--- config.mk ---
export PLATFORM = sky130hd
export DESIGN_NAME = retransmit_burst_pacer_unit
export DESIGN_NICKNAME = d
export VERILOG_FILES = /design/src/rtl/core/rbp_pkg.sv /design/src/rtl/core/retransmit_burst_pacer_unit.sv
export SDC_FILE = /design/constraint.sdc
export NUM_CORES = 2
export LEC_CHECK = 0
export BUFFER_PORTS_ARGS = -buffer_cell sky130_fd_sc_hd__buf_2
export CELL_PAD_IN_SITES_DETAIL_PLACEMENT = 1
export CELL_PAD_IN_SITES_GLOBAL_PLACEMENT = 1
export CORE_MARGIN = 2
export CORE_UTILIZATION = 35
export CTS_BUF_LIST = sky130_fd_sc_hd__clkbuf_4
export DETAILED_ROUTE_END_ITERATION = 6
export HOLD_SLACK_MARGIN = 0.02
export PLACE_DENSITY = 0.71
export SLEW_MARGIN = 20
export SYNTH_ARGS = -nofsm -noshare
export SYNTH_HDL_FRONTEND = slang
export SYNTH_SLANG_ARGS = --single-unit
--- constraint.sdc ---
create_clock -name clk -period 19.9 [get_ports clk]
set_input_delay 1.99 -clock clk [delete_from_list [all_inputs] [get_ports clk]]
set_output_delay 1.99 -clock clk [all_outputs]
set_load 0.01 [all_outputs]
--- src/rtl/core/rbp_pkg.sv ---
`timescale 1ns / 1ps

package rbp_pkg;

    // field widths of the word on each channel
    localparam int MODE_W     = 2;
    localparam int ELAPSED_W  = 26;
    localparam int COUNT_W    = 16;
    localparam int GEN_W      = 32;
    localparam int SEQ_W      = 16;
    localparam int LEN_W      = 16;
    localparam int RATE_W     = 32;
    localparam int VERDICT_W  = 2;
    localparam int INDEX_W    = 16;

    // configuration port
    localparam int CFG_INDEX_W = 1;
    localparam int CFG_DATA_W  = 16;
    localparam int MULT_W      = 12;
    localparam int CAP_W       = 16;

    localparam logic [CFG_INDEX_W-1:0] CFG_RATE_MULT    = 1'd0;
    localparam logic [CFG_INDEX_W-1:0] CFG_DURATION_CAP = 1'd1;

    localparam logic [MULT_W-1:0] RATE_MULT_RESET    = 12'd256;
    localparam logic [CAP_W-1:0]  DURATION_CAP_RESET = 16'd10000;

    // item modes
    localparam logic [MODE_W-1:0] MODE_START = 2'd0;
    localparam logic [MODE_W-1:0] MODE_TERM  = 2'd1;
    localparam logic [MODE_W-1:0] MODE_POLL  = 2'd2;

    // verdict codes
    localparam logic [VERDICT_W-1:0] VERDICT_SEND = 2'd0;
    localparam logic [VERDICT_W-1:0] VERDICT_WAIT = 2'd1;
    localparam logic [VERDICT_W-1:0] VERDICT_DONE = 2'd2;

    // rate arithmetic
    // nominal x 4.8 multiplier, dropping the fraction, fits 36 bits
    localparam int PROD_NM_W  = RATE_W + MULT_W;
    localparam int MULT_FRAC  = 8;
    localparam int TARGET_W   = PROD_NM_W - MULT_FRAC;
    localparam int HALF_W     = TARGET_W / 2;
    localparam int PART_W     = HALF_W + ELAPSED_W;
    localparam int BUDGET_W   = TARGET_W + ELAPSED_W;
    // 8 bits per byte times 1e6 microseconds per second
    localparam int SCALE_W    = 23;
    localparam logic [SCALE_W-1:0] BIT_US_SCALE = 23'd8000000;
    localparam int LEN_SCALED_W = LEN_W + SCALE_W;
    // at most 65535 sends of 65535 bytes between starts: below 2^32 bytes
    localparam int SENT_W     = 32;
    localparam int SCALED_W   = SENT_W + SCALE_W;
    localparam int MS_W       = 10;
    localparam logic [MS_W-1:0] US_PER_MS = 10'd1000;

    typedef struct packed {
        logic [MODE_W-1:0]    mode;
        logic [ELAPSED_W-1:0] elapsed_us;
        logic [COUNT_W-1:0]   cache_count;
        logic [GEN_W-1:0]     channel_generation;
        logic                 entry_valid;
        logic [SEQ_W-1:0]     entry_seq;
        logic [LEN_W-1:0]     entry_len;
        logic [RATE_W-1:0]    base_rate_bps;
        logic [RATE_W-1:0]    client_cap_bps;
        logic                 stop_requested;
        logic [SEQ_W-1:0]     halt_seq;
    } item_word_t;

    typedef struct packed {
        logic [VERDICT_W-1:0] verdict;
        logic [INDEX_W-1:0]   entry_index;
        logic [SEQ_W-1:0]     send_seq;
        logic                 finished;
    } result_word_t;

endpackage

--- src/rtl/core/retransmit_burst_pacer_unit.sv ---
`timescale 1ns / 1ps

// Retransmission burst pacer. Takes one word per cycle (start, terminate or poll)
// unless result_ready stalls the pipeline, and returns exactly one result word for
// each through three registers: input register, a stage holding the split
// rate x elapsed products, and the result register where the burst state (cursor,
// sent-byte budget, stop sequence, generation) is updated. The rate target is set as
// a start leaves the input register, so a poll right behind it already sees it.
// Configuration writes are taken every cycle and should be made only while no word
// is in flight.
module retransmit_burst_pacer_unit #(
    parameter int INDEX_BITS = 16
) (
    input  logic                                 clk,
    input  logic                                 rst_n,
    input  logic                                 cfg_valid,
    output logic                                 cfg_ready,
    input  logic [rbp_pkg::CFG_INDEX_W-1:0]      cfg_index,
    input  logic [rbp_pkg::CFG_DATA_W-1:0]       cfg_data,
    input  logic                                 item_valid,
    output logic                                 item_ready,
    input  rbp_pkg::item_word_t                  item,
    output logic                                 result_valid,
    input  logic                                 result_ready,
    output rbp_pkg::result_word_t                result
);

    import rbp_pkg::*;

    localparam logic [31:0] IDX_MAX = 32'((64'd1 << INDEX_BITS) - 64'd1);

    typedef struct packed {
        logic [MODE_W-1:0]       mode;
        logic [GEN_W-1:0]        generation;
        logic                    entry_valid;
        logic [SEQ_W-1:0]        entry_seq;
        logic                    stop_requested;
        logic [SEQ_W-1:0]        halt_seq;
        logic [INDEX_BITS-1:0]   count;
        logic                    cap_hit;
        logic [PART_W-1:0]       budget_lo;
        logic [PART_W-1:0]       budget_hi;
        logic [LEN_SCALED_W-1:0] len_scaled;
    } stage2_t;

    // configuration registers
    logic [MULT_W-1:0] rate_mult_reg;
    logic [CAP_W-1:0]  dur_cap_reg;

    // pipeline registers
    logic          s1_valid_reg;
    item_word_t    s1_reg;
    logic          s2_valid_reg;
    stage2_t       s2_reg;
    stage2_t       s2_next;
    logic          result_valid_reg;
    result_word_t  result_reg;
    result_word_t  result_next;

    // burst state
    logic [TARGET_W-1:0]   target_reg;
    logic [TARGET_W-1:0]   target_next;
    logic                  done_reg;
    logic                  done_next;
    logic                  stop_armed_reg;
    logic                  stop_armed_next;
    logic [SEQ_W-1:0]      halt_seq_reg;
    logic [SEQ_W-1:0]      halt_seq_next;
    logic [GEN_W-1:0]      start_gen_reg;
    logic [GEN_W-1:0]      start_gen_next;
    logic [SCALED_W-1:0]   sent_scaled_reg;
    logic [SCALED_W-1:0]   sent_scaled_next;
    logic [INDEX_BITS-1:0] cursor_reg;
    logic [INDEX_BITS-1:0] cursor_next;

    // stage enables
    logic en_out;
    logic en2;
    logic en1;

    // stage 1 datapath
    logic [PROD_NM_W-1:0]  nominal_scaled;
    logic [TARGET_W-1:0]   target_raw;
    logic [ELAPSED_W-1:0]  cap_us;
    logic [31:0]           count_ext;

    // stage 2 datapath
    logic [BUDGET_W-1:0]   budget;
    logic                  budget_spent;
    logic [SEQ_W-1:0]      seq_gap;
    logic                  send;

    assign en_out     = !result_valid_reg || result_ready;
    assign en2        = !s2_valid_reg || en_out;
    assign en1        = !s1_valid_reg || en2;
    assign item_ready = en1;
    assign cfg_ready  = 1'b1;

    assign result_valid = result_valid_reg;
    assign result       = result_reg;

    // configuration writes
    always_ff @(posedge clk or negedge rst_n)
    begin
        if (!rst_n)
        begin
            rate_mult_reg <= RATE_MULT_RESET;
            dur_cap_reg   <= DURATION_CAP_RESET;
        end
        else if (cfg_valid)
        begin
            if (cfg_index == CFG_RATE_MULT)
            begin
                rate_mult_reg <= cfg_data[MULT_W-1:0];
            end
            if (cfg_index == CFG_DURATION_CAP)
            begin
                dur_cap_reg <= cfg_data[CAP_W-1:0];
            end
        end
    end

    // input register
    always_ff @(posedge clk or negedge rst_n)
    begin
        if (!rst_n)
        begin
            s1_valid_reg <= 1'b0;
        end
        else if (en1)
        begin
            s1_valid_reg <= item_valid;
        end
    end

    always_ff @(posedge clk)
    begin
        if (en1 && item_valid)
        begin
            s1_reg <= item;
        end
    end

    // start target: nominal x multiplier, then the client limit
    always_comb
    begin
        nominal_scaled = PROD_NM_W'(s1_reg.base_rate_bps) * PROD_NM_W'(rate_mult_reg);
        target_raw     = nominal_scaled[PROD_NM_W-1:MULT_FRAC];
        if (s1_reg.client_cap_bps != '0 && TARGET_W'(s1_reg.client_cap_bps) < target_raw)
        begin
            target_next = TARGET_W'(s1_reg.client_cap_bps);
        end
        else
        begin
            target_next = target_raw;
        end
    end

    // a start updates the target as it leaves stage 1, so later polls see it
    always_ff @(posedge clk or negedge rst_n)
    begin
        if (!rst_n)
        begin
            target_reg <= '0;
        end
        else if (en2 && s1_valid_reg && s1_reg.mode == MODE_START)
        begin
            target_reg <= target_next;
        end
    end

    // stage 1 products and compares
    always_comb
    begin
        cap_us    = ELAPSED_W'(dur_cap_reg) * ELAPSED_W'(US_PER_MS);
        count_ext = 32'(s1_reg.cache_count);

        s2_next.mode           = s1_reg.mode;
        s2_next.generation     = s1_reg.channel_generation;
        s2_next.entry_valid    = s1_reg.entry_valid;
        s2_next.entry_seq      = s1_reg.entry_seq;
        s2_next.stop_requested = s1_reg.stop_requested;
        s2_next.halt_seq       = s1_reg.halt_seq;
        s2_next.count          = (count_ext > IDX_MAX) ? IDX_MAX[INDEX_BITS-1:0]
                                                       : count_ext[INDEX_BITS-1:0];
        s2_next.cap_hit        = s1_reg.elapsed_us >= cap_us;
        s2_next.budget_lo      = PART_W'(target_reg[HALF_W-1:0]) * PART_W'(s1_reg.elapsed_us);
        s2_next.budget_hi      = PART_W'(target_reg[TARGET_W-1:HALF_W])
                                 * PART_W'(s1_reg.elapsed_us);
        s2_next.len_scaled     = LEN_SCALED_W'(s1_reg.entry_len) * LEN_SCALED_W'(BIT_US_SCALE);
    end

    always_ff @(posedge clk or negedge rst_n)
    begin
        if (!rst_n)
        begin
            s2_valid_reg <= 1'b0;
        end
        else if (en2)
        begin
            s2_valid_reg <= s1_valid_reg;
        end
    end

    always_ff @(posedge clk)
    begin
        if (en2 && s1_valid_reg)
        begin
            s2_reg <= s2_next;
        end
    end

    // budget compare: sent bytes x 8e6 against target x elapsed
    always_comb
    begin
        budget       = (BUDGET_W'(s2_reg.budget_hi) << HALF_W) + BUDGET_W'(s2_reg.budget_lo);
        budget_spent = BUDGET_W'(sent_scaled_reg) >= budget;
        seq_gap      = s2_reg.entry_seq - halt_seq_reg;
    end

    // burst state update and verdict
    always_comb
    begin
        done_next        = done_reg;
        stop_armed_next  = stop_armed_reg;
        halt_seq_next    = halt_seq_reg;
        start_gen_next   = start_gen_reg;
        sent_scaled_next = sent_scaled_reg;
        cursor_next      = cursor_reg;
        send             = 1'b0;

        unique case (s2_reg.mode)
            MODE_START:
            begin
                start_gen_next   = s2_reg.generation;
                done_next        = 1'b0;
                stop_armed_next  = 1'b0;
                halt_seq_next    = '0;
                sent_scaled_next = '0;
                cursor_next      = '0;
            end
            MODE_TERM:
            begin
                if (!s2_reg.stop_requested)
                begin
                    done_next = 1'b1;
                end
                else
                begin
                    halt_seq_next   = s2_reg.halt_seq;
                    stop_armed_next = 1'b1;
                end
            end
            MODE_POLL:
            begin
                if (!done_reg)
                begin
                    priority if (s2_reg.generation != start_gen_reg || s2_reg.cap_hit
                                 || cursor_reg >= s2_reg.count)
                    begin
                        done_next = 1'b1;
                    end
                    else if (budget_spent || !s2_reg.entry_valid)
                    begin
                        done_next = 1'b0;
                    end
                    else if (stop_armed_reg && !seq_gap[SEQ_W-1])
                    begin
                        done_next = 1'b1;
                    end
                    else
                    begin
                        send             = 1'b1;
                        sent_scaled_next = sent_scaled_reg + SCALED_W'(s2_reg.len_scaled);
                        cursor_next      = cursor_reg + INDEX_BITS'(1);
                        done_next        = (cursor_reg + INDEX_BITS'(1)) >= s2_reg.count;
                    end
                end
            end
            default:
            begin
                done_next = done_reg;
            end
        endcase

        result_next.verdict     = send ? VERDICT_SEND : (done_next ? VERDICT_DONE : VERDICT_WAIT);
        result_next.entry_index = send ? INDEX_W'(cursor_reg) : '0;
        result_next.send_seq    = send ? s2_reg.entry_seq : '0;
        result_next.finished    = done_next;
    end

    always_ff @(posedge clk or negedge rst_n)
    begin
        if (!rst_n)
        begin
            done_reg        <= 1'b0;
            stop_armed_reg  <= 1'b0;
            halt_seq_reg    <= '0;
            start_gen_reg   <= '0;
            sent_scaled_reg <= '0;
            cursor_reg      <= '0;
        end
        else if (en_out && s2_valid_reg)
        begin
            done_reg        <= done_next;
            stop_armed_reg  <= stop_armed_next;
            halt_seq_reg    <= halt_seq_next;
            start_gen_reg   <= start_gen_next;
            sent_scaled_reg <= sent_scaled_next;
            cursor_reg      <= cursor_next;
        end
    end

    // result register
    always_ff @(posedge clk or negedge rst_n)
    begin
        if (!rst_n)
        begin
            result_valid_reg <= 1'b0;
        end
        else if (en_out)
        begin
            result_valid_reg <= s2_valid_reg;
        end
    end

    always_ff @(posedge clk)
    begin
        if (en_out && s2_valid_reg)
        begin
            result_reg <= result_next;
        end
    end

endmodule

# Word level (Yosys, flattened, before mapping)
# Cells that the tools add are included.
[totals]
in_bits = 212
elab_cells = 115
reg_bits = 616
[classes]
reduce_logical = 27
mux = 27
mul = 5
order_cmp = 5
addsub = 4
n_eq_ne = 8
bitwise = 1
[ops]
columns = ["cell", "count"]
rows = [
  ["2-to-1 mux 55 bit", 4],
  ["one-hot mux 55 bit (2 select lines)", 1],
  ["multiplier 18 x 26 -> 44 bit", 2],
  ["2-to-1 mux 16 bit", 5],
  ["one-hot mux 16 bit (2 select lines)", 2],
  ["adder 62 x 44 -> 62 bit", 1],
  ["greater-or-equal comparator 55 x 62 -> 1 bit", 1],
  ["adder 55 x 39 -> 55 bit", 1],
  ["multiplier 32 x 12 -> 44 bit", 1],
  ["< comparator 32 x 36 -> 1 bit", 1],
  ["2-to-1 mux 36 bit", 1],
  ["greater-or-equal comparator 16 bit", 2],
  ["inequality test 32 bit", 1],
  ["nonzero test 32 bit", 1],
  ["multiplier 16 x 14 -> 30 bit, second input constant", 1],
  ["greater-or-equal comparator 26 bit", 1],
  ["multiplier 16 x 7 -> 23 bit, second input constant", 1],
  ["adder 16 x 1 -> 16 bit, second input constant", 1],
  ["subtractor 16 bit", 1],
  ["2-to-1 mux 1 bit", 11],
  ["inequality test 2 bit, second input constant", 5],
  ["logical AND 1 bit", 6],
  ["logical OR 1 bit", 6],
  ["AND reduction 2 bit", 3],
  ["other kinds (11)", 17],
]

# Longest topological paths before layout
[depth]
word_depth = 9
depth_mapped = 36
depth_no_buf = 33

# Worst setup path after synthesis
# OpenSTA, ideal clock, no wires.
[synth_timing]
kind = "register to register"
start = "register rate_mult_reg[8]"
end = "register target_reg[17]"
setup_slack_ns = 11.765
stages_incl_launch_ff = 33
period_less_slack_ns = 8.135
arrival_ns = 8.048
setup_ns = 0.087
required_ns = 19.813
cell_sequence = "dfstp_2 clkbuf_1 nand2_1 fa_1 inv_1 fa_1 fa_1 fa_1 inv_1 fa_1 inv_1 ha_1 a21o_1 a21o_1 a221o_1 o21ai_0 a21oi_1 or2_2 a21oi_1 xnor2_1 inv_1 ha_1 nand4_1 nor4_1 o2111ai_1 o221ai_1 o21ai_0 a31o_2 o2bb2ai_1 or3_1 clkbuf_1 or4_1 o211ai_1"
[synth_between]
elab_chain_len = 4
[synth_rtl]
columns = ["element", "line_no", "source"]
rows = [
  ["from (decl)", "retransmit_burst_pacer_unit.sv:47", "logic [MULT_W-1:0] rate_mult_reg;"],
  ["from (signal assigned)", "retransmit_burst_pacer_unit.sv:114", "rate_mult_reg <= cfg_data[MULT_W-1:0];"],
  ["multiplier 32 x 12 -> 44 bit (*)", "retransmit_burst_pacer_unit.sv:147", "nominal_scaled = PROD_NM_W'(s1_reg.base_rate_bps) * PROD_NM_W'(rate_mult_reg);"],
  ["< comparator 32 x 36 -> 1 bit", "retransmit_burst_pacer_unit.sv:149", "if (s1_reg.client_cap_bps != '0 && TARGET_W'(s1_reg.client_cap_bps) < target_raw)"],
  ["logical AND 1 bit", "retransmit_burst_pacer_unit.sv:149", ""],
  ["2-to-1 mux 36 bit (*)", "retransmit_burst_pacer_unit.sv:149", ""],
  ["to (signal assigned)", "retransmit_burst_pacer_unit.sv:168", "target_reg <= target_next;"],
  ["to (decl)", "retransmit_burst_pacer_unit.sv:61", "logic [TARGET_W-1:0] target_reg;"],
]
# Mark *: on every way between the ends. The rest lies on a longest branch, timed or not.
# A chain may end at the register's enable or synchronous reset.

# Worst setup path in the final report
[layout_timing]
start = "register rate_mult_reg[8]"
end = "register target_reg[18]"
# Same word-level chain as after synthesis.

==> impl_metrics.toml <==
[logic_synthesis]
yosysSeqAreaShare_pct = 23.2
ys.warnings.count = 0
ys_types = 82
syn-cell-area_sq_mm = 0.0746
synthCells = 7578
synth_edf_count = 428
synth_seq_cells = 607
mappedNetlistNets = 9642
async_reset_ff_share_pct = 29.5
ys.flop_type = "edfxtp_1"
synth.avg_cell_area_sq_um = 9.85

[clocking]
cts_buffer_depth = 3
cts_tree = "built"
clock-sinks = 607
cts_resized = 0
cts.clk_slew.worst_paths_ps = 70
post_cts_buffers = 0
cts_buffers = 175
insertion_delay_ps = 1250
ctsHoldBuffers = 0
cts-root-buf = "clkbuf_4"
cts.htree.levels = 4

[routing]
antenna_left = 0
drtIter0Drc = 2938
drc = 96
avgViaCountPerCell = 5.12
wirelength_microns = 220000
wl_per_cell_microns = 20.5
drtPass1Iterations = 7
via_count = 54900

[floorplan]
boundaryPins = 250
dieWidth_microns = 466
coreArea_sq_mm = 0.212
fp-row-count = 169
dieArea_sq_mm = 0.217
start_util_pct = 35.2
die_y_microns = 466

[sta]
fmax_mhz = 102
max_slew_margin_pct = 23.5
maxSlewViolCount = 0
clock-skew-final_ps = 115
rsz0062_at_grt = "false"
post-route-period-util_pct = 49.5
setup_viol = 0
worstMarginPinSlew_ps = 1150
hold_viol = 0
fin_tns_setup_ps = 0
period_needed_ps = 9840

[layout]
postLayoutCoreUtil_pct = 38.3
fillers = 24200
area_delta_synth_final_pct = 8.88
final_cell_count_no_fill = 10700
final_cell_mix = "inv_1 (1357), nand2_1 (1285), fa_1 (1178), ha_1 (674), edfxtp_1 (428)"
largest_reg_flops = 203
drive_gt1_share_pct = 8.96
nNetsFinal = 9804
final_common_cell = "inv_1"

[flow_run]
cap_violations = 0

[grt]
gr-usage-all-layers_pct = 20.7
antenna_found_initial = 31
grt_max_degree = 142
overflow = 0
grt_pass1_wl_microns = 354000
grt_pass1_vias = 63300

[critical_path]
startpoint_type = "register"
crit_path_max_fanout = 33
critPathMostFrequentCell = "fa_1"
critical_path.top_delay_family = "adder cells"
critPathArrivalTime_ps = 10890
cp-end-kind = "register"
crit_buf_inv = 4
cpPeakStageDelay_ps = 1060
required_ps = 20940
crit_type = "reg -> reg"
cpMaxStageDelayCell = "dfstp_2"

[status]
violations = "design-rule violations"
outcome = "finished with violations"

[placed_design]
place.gp.congestion = 0.865
io_buffers = 248
dp.cells = 10400
dp_hpwl_microns = 171000

[worst_hold_path]
hold_path_class = "reg -> reg"
[layout make-up]
type | count | area (sq um) | share of cell area, %
flip-flops and latches | 607 | 17300 | 21.4
well taps | 2821 | 3530 | 4.34
repair buffers | 335 | 1920 | 2.37
clock buffers | 259 | 1940 | 2.39
inverters | 1358 | 5100 | 6.28
diodes | 20 | 50.0 | 0.0616
multi-input cells | 5263 | 50900 | 62.6
clock inverters | 69 | 472 | 0.581
[layer usage]
| metal | part of all wire (%) | vias up | wire [microns] | GRT usage (%) |
|---|---|---|---|---|
| li1 | - | 24500 | - | - |
| met1 | 43 | 28700 | 95100 | 26.7 |
| met2 | 49 | 1333 | 108000 | 35.6 |
| met3 | 5.5 | 329 | 12100 | 3.58 |
| met4 | 2.2 | 30 | 4900 | 5.56 |
| met5 | 0.087 | - | 192 | 0 |
[cells in the mapped netlist, drive strengths merged (20+ instances only)]
master	instances	area [sq um]
a211oi	42	315
o21ai	157	786
a2111oi	37	343
a31oi	20	125
o31ai	51	383
nor2b	31	194
nand4	44	275
xnor2	147	1290
mux2	28	315
and3	36	225
nand2b	39	244
edfxtp	428	12900
clkbuf	334	1250
a21o	112	841
ha	674	8430
a21oi	203	1020
nor2	126	473
nand3	79	395
fa	1178	23600
nand2	1285	4820
nor4	23	144
or2	20	125
nor3	119	601
o21a	41	308
or3	27	169
dfrtp	173	4330
xor2	105	920
and2	405	2530
inv	1358	5100
o21bai	25	188
[through the flow]
step                      instance area, sq um  setup WS, ps  hold WS, ps
after floorplan                          74600         11770          400
final                                    81300         10060          392
after CTS                                81200         10040          368
after detailed placement                 78800         10140          406
after global placement                   78700         10270          402
after global routing                     81200          9380          396
[cells by family after synthesis]
logic type / Yosys count / share of synthesized area [%]
other: 1 / 0.00503
buffers and inverters: 1708 / 8.65
multiplexers: 32 / 0.476
flip-flops: 607 / 23.2
adder cells (fa/ha/maj): 1852 / 42.9
AND/OR/NAND/NOR: 2280 / 14.2
XOR/XNOR: 252 / 2.96
AO/OA/AOI/OAI: 846 / 7.59
[worst paths after layout]
check / from / endpoint / slack (ps) / cells past startpoint
setup / recovery: rate_mult_reg[8]$_DFFE_PN1P_ / target_reg[18]$_DFFE_PN0P_ / 10060 / 30
hold / removal: s1_reg[3]$_DFFE_PP_ / s2_reg[147]$_DFFE_PP_ / 390 / 0
setup reg to reg: rate_mult_reg[8]$_DFFE_PN1P_ / target_reg[18]$_DFFE_PN0P_ / 10060 / 30
hold reg to reg: s1_reg[3]$_DFFE_PP_ / s2_reg[147]$_DFFE_PP_ / 390 / 0
max in group asynchronous: rst_n / dur_cap_reg[3]$_DFFE_PN0P_ / 16910 / 3
min in group asynchronous: rst_n / sent_scaled_reg[36]$_DFFE_PN0P_ / 890 / 1
Power is not shown: default switching activity piles up to over one toggle a cycle in this logic, so the estimate is an artifact.
